**config.mk**
```make
export PLATFORM = sky130hd
export DESIGN_NAME = lzss_byte_window_decoder_top_flat
export DESIGN_NICKNAME = d
export VERILOG_FILES = /design/src/rtl/lzbw_pkg.sv /design/src/rtl/lzbw_in_if.sv /design/src/rtl/lzbw_out_if.sv /design/src/rtl/lzbw_cfg_if.sv /design/src/rtl/lzbw_hist_mem.sv /design/src/rtl/lzbw_core.sv /design/src/rtl/lzss_byte_window_decoder_top.sv /design/src/flat_wrapper.sv
export SDC_FILE = /design/constraint.sdc
export NUM_CORES = 2
export LEC_CHECK = 0
export ABC_CLOCK_PERIOD_IN_PS = 22400
export CAP_MARGIN = 15
export CORE_MARGIN = 2
export CORE_UTILIZATION = 45
export CTS_BUF_LIST = sky130_fd_sc_hd__clkbuf_8
export DETAILED_ROUTE_END_ITERATION = 16
export DONT_BUFFER_PORTS = 1
export MAX_ROUTING_LAYER = met4
export SLEW_MARGIN = 20
export SYNTH_ARGS = -nofsm -noshare
export SYNTH_HDL_FRONTEND = slang
export SYNTH_SLANG_ARGS = --single-unit
```
**constraint.sdc**
```tcl
create_clock -name clk -period 22.4 [get_ports clk]
set_input_delay 1.12 -clock clk [delete_from_list [all_inputs] [get_ports clk]]
set_output_delay 1.12 -clock clk [all_outputs]
set_load 0.01 [all_outputs]
```
**src/rtl/lzbw_pkg.sv**
```systemverilog
`timescale 1ns / 1ps
`default_nettype none

package lzbw_pkg;

    // Window and token geometry
    localparam int WINDOW_BITS = 8;
    localparam int LENGTH_BITS = 4;
    localparam int WIN_DEPTH   = 1 << WINDOW_BITS;
    localparam int BYTE_W      = 8;
    localparam int SH_W        = $clog2(BYTE_W);
    localparam int LEN_CFG_W   = 24;
    localparam int LIT_BITS    = 1 + BYTE_W;
    localparam int MATCH_BITS  = 1 + WINDOW_BITS + LENGTH_BITS;
    localparam int TOK_W       = MATCH_BITS;
    localparam int CNT_W       = $clog2(TOK_W + 1);
    localparam int MAX_COPY    = (1 << LENGTH_BITS) + 1;
    localparam int COPY_W      = $clog2(MAX_COPY + 2);
    localparam int WP_RESET    = WIN_DEPTH - MAX_COPY;

    typedef logic [WINDOW_BITS-1:0] win_addr_t;
    typedef logic [BYTE_W-1:0]      byte_t;

    // History memory request from the decode core
    typedef struct packed {
        logic      clear;
        logic      we;
        win_addr_t waddr;
        byte_t     wdata;
        logic      re;
        win_addr_t raddr;
    } hm_req_t;

    // Core status seen by the top level
    typedef struct packed {
        logic              copying;
        logic [COPY_W-1:0] copy_left;
    } core_stat_t;

endpackage

`default_nettype wire

```
**src/rtl/lzbw_in_if.sv**
```systemverilog
`timescale 1ns / 1ps
`default_nettype none

interface lzbw_in_if;
    import lzbw_pkg::*;

    logic              valid;
    logic              ready;
    logic [BYTE_W-1:0] data_byte;
    logic              stream_start;

    modport source (output valid, output data_byte, output stream_start, input ready);
    modport sink   (input valid, input data_byte, input stream_start, output ready);
endinterface

`default_nettype wire

```
**src/rtl/lzbw_out_if.sv**
```systemverilog
`timescale 1ns / 1ps
`default_nettype none

interface lzbw_out_if;
    import lzbw_pkg::*;

    logic              valid;
    logic              ready;
    logic [BYTE_W-1:0] out_byte;
    logic              last_of_run;
    logic              stream_done;

    modport source (output valid, output out_byte, output last_of_run, output stream_done,
                    input ready);
    modport sink   (input valid, input out_byte, input last_of_run, input stream_done,
                    output ready);
endinterface

`default_nettype wire

```
**src/rtl/lzbw_cfg_if.sv**
```systemverilog
`timescale 1ns / 1ps
`default_nettype none

interface lzbw_cfg_if;
    import lzbw_pkg::*;

    logic                 valid;
    logic                 ready;
    logic [LEN_CFG_W-1:0] output_length;

    modport source (output valid, output output_length, input ready);
    modport sink   (input valid, input output_length, output ready);
endinterface

`default_nettype wire

```
**src/rtl/lzbw_hist_mem.sv**
```systemverilog
`timescale 1ns / 1ps
`default_nettype none

module lzbw_hist_mem (
    input  logic              clk,
    input  logic              rst_n,
    input  lzbw_pkg::hm_req_t req,
    output lzbw_pkg::byte_t   rdata
);
    import lzbw_pkg::*;

    byte_t                ram [WIN_DEPTH];
    logic [WIN_DEPTH-1:0] valid_reg;
    byte_t                ram_q_reg;
    byte_t                byp_data_reg;
    logic                 byp_reg;
    logic                 hit_reg;

    // Storage array, read-old on a same-address write
    always_ff @(posedge clk)
    begin
        if (req.we)
        begin
            ram[req.waddr] <= req.wdata;
        end
        if (req.re)
        begin
            ram_q_reg    <= ram[req.raddr];
            byp_data_reg <= req.wdata;
        end
    end

    // Per-entry written marks; an unwritten entry reads as zero
    always_ff @(posedge clk or negedge rst_n)
    begin
        if (!rst_n)
        begin
            valid_reg <= '0;
            byp_reg   <= 1'b0;
            hit_reg   <= 1'b0;
        end
        else
        begin
            if (req.clear)
            begin
                valid_reg <= '0;
            end
            else if (req.we)
            begin
                valid_reg[req.waddr] <= 1'b1;
            end
            if (req.re)
            begin
                // forward the byte written in the read cycle
                byp_reg <= req.we && (req.waddr == req.raddr);
                hit_reg <= valid_reg[req.raddr];
            end
        end
    end

    assign rdata = byp_reg ? byp_data_reg : (hit_reg ? ram_q_reg : '0);

endmodule

`default_nettype wire

```
**src/rtl/lzbw_core.sv**
```systemverilog
`timescale 1ns / 1ps
`default_nettype none

module lzbw_core (
    input  logic                           clk,
    input  logic                           rst_n,
    input  logic [lzbw_pkg::LEN_CFG_W-1:0] output_length,
    lzbw_in_if.sink                        comp_bytes,
    lzbw_out_if.source                     plain_bytes,
    output lzbw_pkg::hm_req_t              mem_req,
    input  lzbw_pkg::byte_t                mem_rdata,
    output lzbw_pkg::core_stat_t           stat
);
    import lzbw_pkg::*;

    localparam logic [1:0] ST_IDLE = 2'd0;
    localparam logic [1:0] ST_LIT  = 2'd1;
    localparam logic [1:0] ST_COPY = 2'd2;

    logic [1:0]           state_reg, state_next;
    logic [TOK_W-1:0]     token_reg, token_next;
    logic [CNT_W-1:0]     cnt_reg, cnt_next;
    logic [LEN_CFG_W-1:0] prod_reg, prod_next;
    win_addr_t            wp_reg, wp_next;
    byte_t                lit_reg, lit_next;
    win_addr_t            src_reg, src_next;
    logic [COPY_W-1:0]    left_reg, left_next;
    logic                 rd_pend_reg, rd_pend_next;
    logic                 out_valid_reg;
    byte_t                out_byte_reg;
    logic                 out_last_reg;
    logic                 out_done_reg;

    // Token parse of an incoming byte
    logic                      in_acc;
    logic [TOK_W-1:0]          tok_eff;
    logic [CNT_W-1:0]          cnt_eff;
    logic [CNT_W-1:0]          cnt_m1;
    logic [LEN_CFG_W-1:0]      prod_eff;
    logic                      first_bit;
    logic [CNT_W-1:0]          need;
    logic [CNT_W-1:0]          missing;
    logic                      completes;
    logic [CNT_W-1:0]          shamt;
    logic [SH_W-1:0]           rest_sh;
    logic [TOK_W+BYTE_W-1:0]   cat;
    logic [TOK_W-1:0]          full;
    logic [TOK_W-1:0]          rest_tok;
    logic                      fin0;

    // Emission
    logic                 emit_ok;
    logic                 emit_lit;
    logic                 emit_cp;
    logic                 emit;
    byte_t                emit_byte;
    logic [LEN_CFG_W-1:0] prod_inc;
    logic                 fin_now;
    logic                 last_now;

    assign in_acc   = comp_bytes.valid && comp_bytes.ready;
    assign tok_eff  = comp_bytes.stream_start ? '0 : token_reg;
    assign cnt_eff  = comp_bytes.stream_start ? '0 : cnt_reg;
    assign prod_eff = comp_bytes.stream_start ? '0 : prod_reg;
    assign cnt_m1   = cnt_eff - CNT_W'(1);

    assign first_bit = (cnt_eff == '0) ? comp_bytes.data_byte[BYTE_W-1] : tok_eff[cnt_m1];
    assign need      = first_bit ? CNT_W'(LIT_BITS) : CNT_W'(MATCH_BITS);
    assign missing   = need - cnt_eff;
    assign completes = (missing <= CNT_W'(BYTE_W));
    assign shamt     = CNT_W'(BYTE_W) - missing;
    assign rest_sh   = shamt[SH_W-1:0];
    assign cat       = {tok_eff, comp_bytes.data_byte};
    assign full      = TOK_W'(cat >> rest_sh);
    assign rest_tok  = TOK_W'(comp_bytes.data_byte & ~({BYTE_W{1'b1}} << rest_sh));
    assign fin0      = (prod_eff >= output_length);

    assign emit_ok   = !out_valid_reg || plain_bytes.ready;
    assign emit_lit  = (state_reg == ST_LIT) && emit_ok;
    assign emit_cp   = (state_reg == ST_COPY) && rd_pend_reg && emit_ok;
    assign emit      = emit_lit || emit_cp;
    assign emit_byte = emit_lit ? lit_reg : mem_rdata;
    assign prod_inc  = prod_reg + LEN_CFG_W'(1);
    assign fin_now   = (prod_inc >= output_length);
    assign last_now  = emit_lit || (left_reg == COPY_W'(1)) || fin_now;

    always_comb
    begin
        state_next   = state_reg;
        token_next   = token_reg;
        cnt_next     = cnt_reg;
        prod_next    = prod_reg;
        wp_next      = wp_reg;
        lit_next     = lit_reg;
        src_next     = src_reg;
        left_next    = left_reg;
        rd_pend_next = rd_pend_reg;

        unique case (state_reg)
            ST_IDLE:
            begin
                if (in_acc)
                begin
                    if (comp_bytes.stream_start)
                    begin
                        wp_next   = win_addr_t'(WP_RESET);
                        prod_next = '0;
                    end
                    if (fin0)
                    begin
                        token_next = tok_eff;
                        cnt_next   = cnt_eff;
                    end
                    else if (completes)
                    begin
                        token_next   = rest_tok;
                        cnt_next     = CNT_W'(rest_sh);
                        lit_next     = full[BYTE_W-1:0];
                        src_next     = full[LENGTH_BITS +: WINDOW_BITS];
                        left_next    = COPY_W'(full[LENGTH_BITS-1:0]) + COPY_W'(2);
                        rd_pend_next = 1'b0;
                        state_next   = first_bit ? ST_LIT : ST_COPY;
                    end
                    else
                    begin
                        token_next = cat[TOK_W-1:0];
                        cnt_next   = cnt_eff + CNT_W'(BYTE_W);
                    end
                end
            end
            ST_LIT:
            begin
                if (emit_ok)
                begin
                    state_next = ST_IDLE;
                end
            end
            ST_COPY:
            begin
                if (!rd_pend_reg)
                begin
                    rd_pend_next = 1'b1;
                    src_next     = src_reg + win_addr_t'(1);
                end
                else if (emit_ok)
                begin
                    left_next = left_reg - COPY_W'(1);
                    if (last_now)
                    begin
                        rd_pend_next = 1'b0;
                        state_next   = ST_IDLE;
                    end
                    else
                    begin
                        src_next = src_reg + win_addr_t'(1);
                    end
                end
            end
            default:
            begin
                state_next = ST_IDLE;
            end
        endcase

        if (emit)
        begin
            wp_next   = wp_reg + win_addr_t'(1);
            prod_next = prod_inc;
            if (fin_now)
            begin
                // drop the rest of the byte
                token_next = '0;
                cnt_next   = '0;
            end
        end
    end

    always_ff @(posedge clk or negedge rst_n)
    begin
        if (!rst_n)
        begin
            state_reg     <= ST_IDLE;
            token_reg     <= '0;
            cnt_reg       <= '0;
            prod_reg      <= '0;
            wp_reg        <= win_addr_t'(WP_RESET);
            left_reg      <= '0;
            rd_pend_reg   <= 1'b0;
            out_valid_reg <= 1'b0;
        end
        else
        begin
            state_reg   <= state_next;
            token_reg   <= token_next;
            cnt_reg     <= cnt_next;
            prod_reg    <= prod_next;
            wp_reg      <= wp_next;
            left_reg    <= left_next;
            rd_pend_reg <= rd_pend_next;
            if (emit)
            begin
                out_valid_reg <= 1'b1;
            end
            else if (plain_bytes.ready)
            begin
                out_valid_reg <= 1'b0;
            end
        end
    end

    always_ff @(posedge clk)
    begin
        lit_reg <= lit_next;
        src_reg <= src_next;
        if (emit)
        begin
            out_byte_reg <= emit_byte;
            out_last_reg <= last_now;
            out_done_reg <= fin_now;
        end
    end

    always_comb
    begin
        mem_req       = '0;
        mem_req.clear = in_acc && comp_bytes.stream_start;
        mem_req.we    = emit;
        mem_req.waddr = wp_reg;
        mem_req.wdata = emit_byte;
        mem_req.re    = (state_reg == ST_COPY) && (!rd_pend_reg || (emit_cp && !last_now));
        mem_req.raddr = src_reg;
    end

    assign comp_bytes.ready        = (state_reg == ST_IDLE);
    assign plain_bytes.valid       = out_valid_reg;
    assign plain_bytes.out_byte    = out_byte_reg;
    assign plain_bytes.last_of_run = out_last_reg;
    assign plain_bytes.stream_done = out_done_reg;

    assign stat.copying   = (state_reg == ST_COPY);
    assign stat.copy_left = left_reg;

endmodule

`default_nettype wire

```
**src/rtl/lzss_byte_window_decoder_top.sv**
```systemverilog
`timescale 1ns / 1ps
`default_nettype none

// Channel       Role  Payload                                 Request moves
// comp_bytes    sink  data_byte[7:0], stream_start            one compressed byte
// plain_bytes   src   out_byte[7:0], last_of_run, stream_done one decompressed byte
// cfg           sink  output_length[23:0]                     one length write
//
// Steps: a match token is accepted, its first window byte is read, then one byte
// per cycle is emitted while the output register is not stalled.
// Reset: rst_n clears control, the length register and the window written
// marks, so the window reads as zero at once, with no clearing pass.
// Stalls: the output register holds a byte until taken; a copy freezes while
// it is blocked, and compressed bytes are taken only between tokens' output.

module lzss_byte_window_decoder_top (
    input logic         clk,
    input logic         rst_n,
    lzbw_in_if.sink     comp_bytes,
    lzbw_out_if.source  plain_bytes,
    lzbw_cfg_if.sink    cfg
);
    import lzbw_pkg::*;

    logic [LEN_CFG_W-1:0] out_len_reg;
    hm_req_t              mem_req;
    byte_t                mem_rdata;
    core_stat_t           core_stat;

    // Length register; the source must write it only while the decoder is idle (not enforced here)
    assign cfg.ready = 1'b1;

    always_ff @(posedge clk or negedge rst_n)
    begin
        if (!rst_n)
        begin
            out_len_reg <= '0;
        end
        else if (cfg.valid && cfg.ready)
        begin
            out_len_reg <= cfg.output_length;
        end
    end

    // Token parser, copy sequencer and output register
    lzbw_core u_core (
        .clk           (clk),
        .rst_n         (rst_n),
        .output_length (out_len_reg),
        .comp_bytes    (comp_bytes),
        .plain_bytes   (plain_bytes),
        .mem_req       (mem_req),
        .mem_rdata     (mem_rdata),
        .stat          (core_stat)
    );

    // History window: one write and one read per cycle, write forwarding
    lzbw_hist_mem u_hist (
        .clk   (clk),
        .rst_n (rst_n),
        .req   (mem_req),
        .rdata (mem_rdata)
    );

    // The finishing byte always closes its run
    a_done_is_last: assert property (@(posedge clk) disable iff (!rst_n)
        plain_bytes.valid && plain_bytes.stream_done |-> plain_bytes.last_of_run)
        else $error("stream_done without last_of_run");

    // Hold off compressed bytes while a copy runs
    a_copy_blocks_input: assert property (@(posedge clk) disable iff (!rst_n)
        core_stat.copying |-> !comp_bytes.ready)
        else $error("input taken during copy");

    // A running copy always has bytes left
    a_copy_left: assert property (@(posedge clk) disable iff (!rst_n)
        core_stat.copying |-> core_stat.copy_left != '0)
        else $error("copy running with no bytes left");

    // The last byte of a copy leaves the copy state
    a_copy_ends: assert property (@(posedge clk) disable iff (!rst_n)
        core_stat.copying && plain_bytes.ready && mem_req.we &&
        core_stat.copy_left == COPY_W'(1) |=> !core_stat.copying)
        else $error("copy did not end after its last byte");

endmodule

`default_nettype wire
```
**src/flat_wrapper.sv**
```systemverilog
// flat-port wrapper written by rule: the top's interface ports become plain ports
module lzss_byte_window_decoder_top_flat import lzbw_pkg::*;
  (clk, rst_n, comp_bytes_valid, comp_bytes_data_byte, comp_bytes_stream_start, comp_bytes_ready, plain_bytes_valid, plain_bytes_out_byte, plain_bytes_last_of_run, plain_bytes_stream_done, plain_bytes_ready, cfg_valid, cfg_output_length, cfg_ready);
  lzbw_in_if comp_bytes_i ();
  lzbw_out_if plain_bytes_i ();
  lzbw_cfg_if cfg_i ();
  input logic clk;
  input logic rst_n;
  input wire logic [$bits(comp_bytes_i.valid)-1:0] comp_bytes_valid;
  input wire logic [$bits(comp_bytes_i.data_byte)-1:0] comp_bytes_data_byte;
  input wire logic [$bits(comp_bytes_i.stream_start)-1:0] comp_bytes_stream_start;
  output wire logic [$bits(comp_bytes_i.ready)-1:0] comp_bytes_ready;
  output wire logic [$bits(plain_bytes_i.valid)-1:0] plain_bytes_valid;
  output wire logic [$bits(plain_bytes_i.out_byte)-1:0] plain_bytes_out_byte;
  output wire logic [$bits(plain_bytes_i.last_of_run)-1:0] plain_bytes_last_of_run;
  output wire logic [$bits(plain_bytes_i.stream_done)-1:0] plain_bytes_stream_done;
  input wire logic [$bits(plain_bytes_i.ready)-1:0] plain_bytes_ready;
  input wire logic [$bits(cfg_i.valid)-1:0] cfg_valid;
  input wire logic [$bits(cfg_i.output_length)-1:0] cfg_output_length;
  output wire logic [$bits(cfg_i.ready)-1:0] cfg_ready;
  assign comp_bytes_i.valid = comp_bytes_valid;
  assign comp_bytes_i.data_byte = comp_bytes_data_byte;
  assign comp_bytes_i.stream_start = comp_bytes_stream_start;
  assign comp_bytes_ready = comp_bytes_i.ready;
  assign plain_bytes_valid = plain_bytes_i.valid;
  assign plain_bytes_out_byte = plain_bytes_i.out_byte;
  assign plain_bytes_last_of_run = plain_bytes_i.last_of_run;
  assign plain_bytes_stream_done = plain_bytes_i.stream_done;
  assign plain_bytes_i.ready = plain_bytes_ready;
  assign cfg_i.valid = cfg_valid;
  assign cfg_i.output_length = cfg_output_length;
  assign cfg_ready = cfg_i.ready;
  lzss_byte_window_decoder_top u_core (.clk(clk), .rst_n(rst_n), .comp_bytes(comp_bytes_i), .plain_bytes(plain_bytes_i), .cfg(cfg_i));
endmodule
```
== After elaboration in Yosys (flattened, before gate mapping) ==
Memories as Yosys holds them, arrays and structs flattened. A register that Yosys moved wholly into a read port is not among the register bits.
Index checks and enable logic that the tools add are counted.
Operators by class
  add/sub/neg operators: 9
  magnitude comparators: 7
  equality and inequality tests: 13
  shift operators: 2
  muxes and demuxes: 68
  bitwise logic cells: 4
  reductions and logical operators: 32
Operator list (number)
  $mux W256: 2
  $or A256 B256 Y256: 1
  $mux W8: 13
  $mux W24: 4
  $mux W13: 7
  $ge A24 B24 Y1: 2
  $mux W4: 7
  $mux W5: 5
  $add A24 B1 Y24 const B: 1
  $shr A21 B3 Y12: 1
  $lt A8 B9 Y1 const B: 2
  $add A8 B1 Y8 const B: 2
  $mux W2: 8
  $pmux W8 S2: 1
  $mux W1: 14
  $and A8 B13 Y13: 1
  $not A13 Y13: 1
  $shl A8 B3 Y13 const A: 1
  $reduce_and A6 Y1: 2
  $reduce_bool A2 Y1: 6
  $ne A2 B2 Y1 const B: 5
  $pmux W5 S2: 1
  $logic_and A1 B1 Y1: 9
  $bmux W1 S8: 1
  29 further kinds: 38
Word-level totals
  register bits after elaboration: 374
  bits in writable memories: 2048
  memories: 1
Memory list
  u_core.u_hist.ram: depth 256, bits a word 8, rd ports 1, clocked after Yosys merged registers in 1, wr ports 1, line lzbw_hist_mem.sv:12  | byte_t ram [WIN_DEPTH];

== Logic depth before layout (Yosys ltp) ==
  depth after elaboration: 17
  depth in mapped cells: 21

== Hierarchy ==
Synthesis repeated with hierarchy kept, for this count alone.
Second synthesis, totals
  cell total of the unflattened synthesis: 5336
  area total of the unflattened synthesis: 97200.7 µm²
By module, submodules not included
  lzbw_hist_mem: times used 1, cells each 4571, area each 89614.7 µm², seq. area each 68435.6 µm²
  lzbw_core: times used 1, cells each 712, area each 6577.6 µm², seq. area each 2240.9 µm²
  lzss_byte_window_decoder_top: times used 1, cells each 53, area each 1008.5 µm², seq. area each 600.6 µm²

== Worst setup path after synthesis ==
OpenSTA, ideal clock, no wires.
  path kind: input -> register
  from: input plain_bytes_ready
  to: register u_core.u_core.out_byte_reg[5] (netlist: u_core.u_core.plain_bytes.out_byte[5]) (data pin)
  setup time: 1.590 ns
  arrival time: 8.709 ns
  slack: 12.101 ns
  stages: 5
  path buffers: 1
  path through: nand2b_1 nand2_1 clkbuf_1 nor2_1 a21oi_1
RTL lines
  start, declared: line flat_wrapper.sv:17  | input wire logic [$bits(plain_bytes_i.ready)-1:0] plain_bytes_ready;
  end signal, assigned: line lzbw_core.sv:217  | out_byte_reg <= emit_byte;
  end, declared: line lzbw_core.sv:30  | byte_t out_byte_reg;

==> out/qor.yml <==
run_status:
  status: "finished, final reports clean"
floorplanning:
  die_h_microns: 469
  coreArea_sq_um: 215000
  io_pins: 51
  fp.dieW_microns: 469
  rows: 170
  die_area_sq_um: 220000
  start_util_pct: 45.3
worst_setup_path:
  worstSetupPathType: "reg2reg"
  worstSetupStartpoint: "u_core.u_core.src_reg[0]"
  crit_path_max_fanout: 107
  cp-start-kind: "flip-flop"
  required_ns: 23.18
  crit_arrival_ns: 6.71
  rr_startpoint: "u_core.u_core.src_reg[0]"
  endpoint_kind: "flip-flop"
finish:
  largest_register_ffs: 2048
  drive_above_1_share_pct: 25.2
  num-nets-final: 5463
  area_growth_pct: 11.6
timing:
  rsz0062_at_grt: "no"
  timing.fmax_mhz: 169
  slew_headroom_pct: 22.7
  finalMaxSlewViolations: 0
  fin_setup_tns_ns: 0
  setup_violations: 0
  period_share_pct: 26.5
  min_period_ns: 5.93
  worst_pin_slew_ns: 1.15
  worst_clock_skew_ns: 0.0706
  hold_viol_final: 0
placed_design:
  numPortBuffers: 0
  gp_congestion: 0.839
  dpl.hpwl_microns: 150000
clocking:
  cts_resized: 0
  post_cts_buffers: 0
  clk_pin_slew_ns: 0.06
  clock-sinks: 2430
  cts-htree-levels: 5
  cts_root_buf: "clkbuf_8"
  clockBufferDepth: 4
  postCtsHoldBufs: 3
  cts_tree: "built"
  numCtsBuffers: 400
  clk_latency_ns: 1.10
routing:
  routed-via-count: 50800
  drtPass1Iterations: 6
  routed_wl_microns: 252000
  ant_nets: 0
  drt_iter0_markers: 5915
  routed_via_density: 5.96
  wl_per_cell_microns: 29.5
  drc: 0
synthesis:
  synth-edff-count: 2090
  synth-main-ff-cell: "edfxtp_1"
  post-synth-top-area-fraction_pct: 64.6
  synth_area_leaders: "edfxtp_1 (65%), mux4_2 (16%), dfrtp_1 (8.6%)"
  yosysMostFrequentCell: "edfxtp_1"
  post-synth-top-area-cell: "edfxtp_1"
  synth_seq_cells: 2430
  synth_common_cells: "edfxtp_1 (2090), nor2_1 (840), mux4_2 (697)"
  synthArstFlopShare_pct: 14.0
  yosysWarningCount: 0
  syn_inst: 5113
  ys_types: 62
  yosysSeqAreaShare_pct: 73.3
  syn_area_sq_um: 97200
  synth_fp_nets: 5216
  syn_avg_cell_area_sq_um: 19.0
job:
  cap_violations: 0
power:
  powerDensity_nw_per_um2: 123
  power_mw: 13.3
  vdd_ir_drop_max_mv: 0.104
  p_leak_nw: 37.5
min_path:
  hold_path.startpoint: "cfg_valid"
  hp-class: "in2reg"
grt:
  grtUsageTotal_pct: 23.7
  overflow: 0
  grt_pass1_wl_microns: 364000
  antenna_found_initial: 4
  grt_pass1_vias: 50800
  grt_max_degree: 334
[metal layers]
metal  vias to the layer above  track usage, %  part of all wire [%]
li1                      21000               -                     -
met1                     27200            34.1                    43
met2                      2184            34.6                    46
met3                       399            4.77                   8.1
met4                         0            6.77                   2.7
met5                         -               -                     0
[kinds of logic after synthesis]
| logic type | share of synthesized area, % |
|---|---|
| AO/OA/AOI/OAI | 2.29 |
| XOR/XNOR | 0.351 |
| adder cells (fa/ha/maj) | 0.844 |
| buffers and inverters | 1.57 |
| flip-flops | 73.3 |
| multiplexers | 16.8 |
| other | 0.00386 |
| AND/OR/NAND/NOR | 4.83 |
[worst paths after layout]
check / end / slack [ns] / cells past startpoint
worst max-delay path: u_core.u_hist.ram_q_reg[0] / 16.47 / 10
worst min register to register: u_core.u_hist.valid_reg[170] / 0.49 / 2
max in group asynchronous: u_core.u_hist.valid_reg[158] / 20.01 / 4
worst min-delay path: u_core.out_len_reg[6] / 0.12 / 1
worst max register to register: u_core.u_hist.ram_q_reg[0] / 16.47 / 10
min in group asynchronous: u_core.out_len_reg[16] / 0.63 / 2
[through the flow]
step	hold slack (ns)	cell area [sq um]	instances	setup slack (ns)	util, %
floorplan	0.461	97200	5113	12.10	-
global placement	0.473	101000	7788	16.22	46.9
detailed placement	0.482	101000	7788	16.25	46.9
CTS	0.000604	108000	8512	16.29	50.5
global route	0.0451	108000	8522	16.02	50.5
finish	0.119	108000	8524	16.47	50.5
[cell usage in the layout (no fill, tap or decap), drive strengths merged, types with 43 or more instances in the layout]
master / netlist / routed
dfrtp: 333 / 333
nand3: 55 / 55
nor2b: 43 / 43
o21ai: 87 / 87
mux2i: 51 / 51
inv: 47 / 221
buf: 136 / 139
nand2: 129 / 129
a22oi: 53 / 53
mux4: 697 / 697
edfxtp: 2090 / 2090
clkbuf: 161 / 452
nor2: 841 / 841
ha: 64 / 64
clkinv: 0 / 80
[layout make-up]
cell class / instances / area, sq um
sequential: 2430 / 71300
fill: 17200 / 106000
antenna: 7 / 17.5
timing repair buffer: 142 / 1270
clock buffer: 452 / 6220
inverter: 47 / 176
clock inverter: 269 / 1290
tap: 2838 / 3550
multi-input combinational: 2339 / 24700
[power by group]
group | internal [mW] | switching, mW
combinational | 1.59 | 2.47
clock | 1.92 | 1.74
sequential | 5.45 | 0.141
total | 8.96 | 4.35
[worst max-delay path: stages (launching register included)]
cell and delay (ns):
edfxtp_1 0.38, buf_12 0.63, buf_4 0.73, buf_4 0.62, buf_4 0.73, mux4_2 0.60
mux4_2 0.46, a22oi_1 0.32, nand2_1 0.19, a22oi_1 0.57, o221ai_1 0.26
Note: power is estimated with default switching activity, not from simulation.
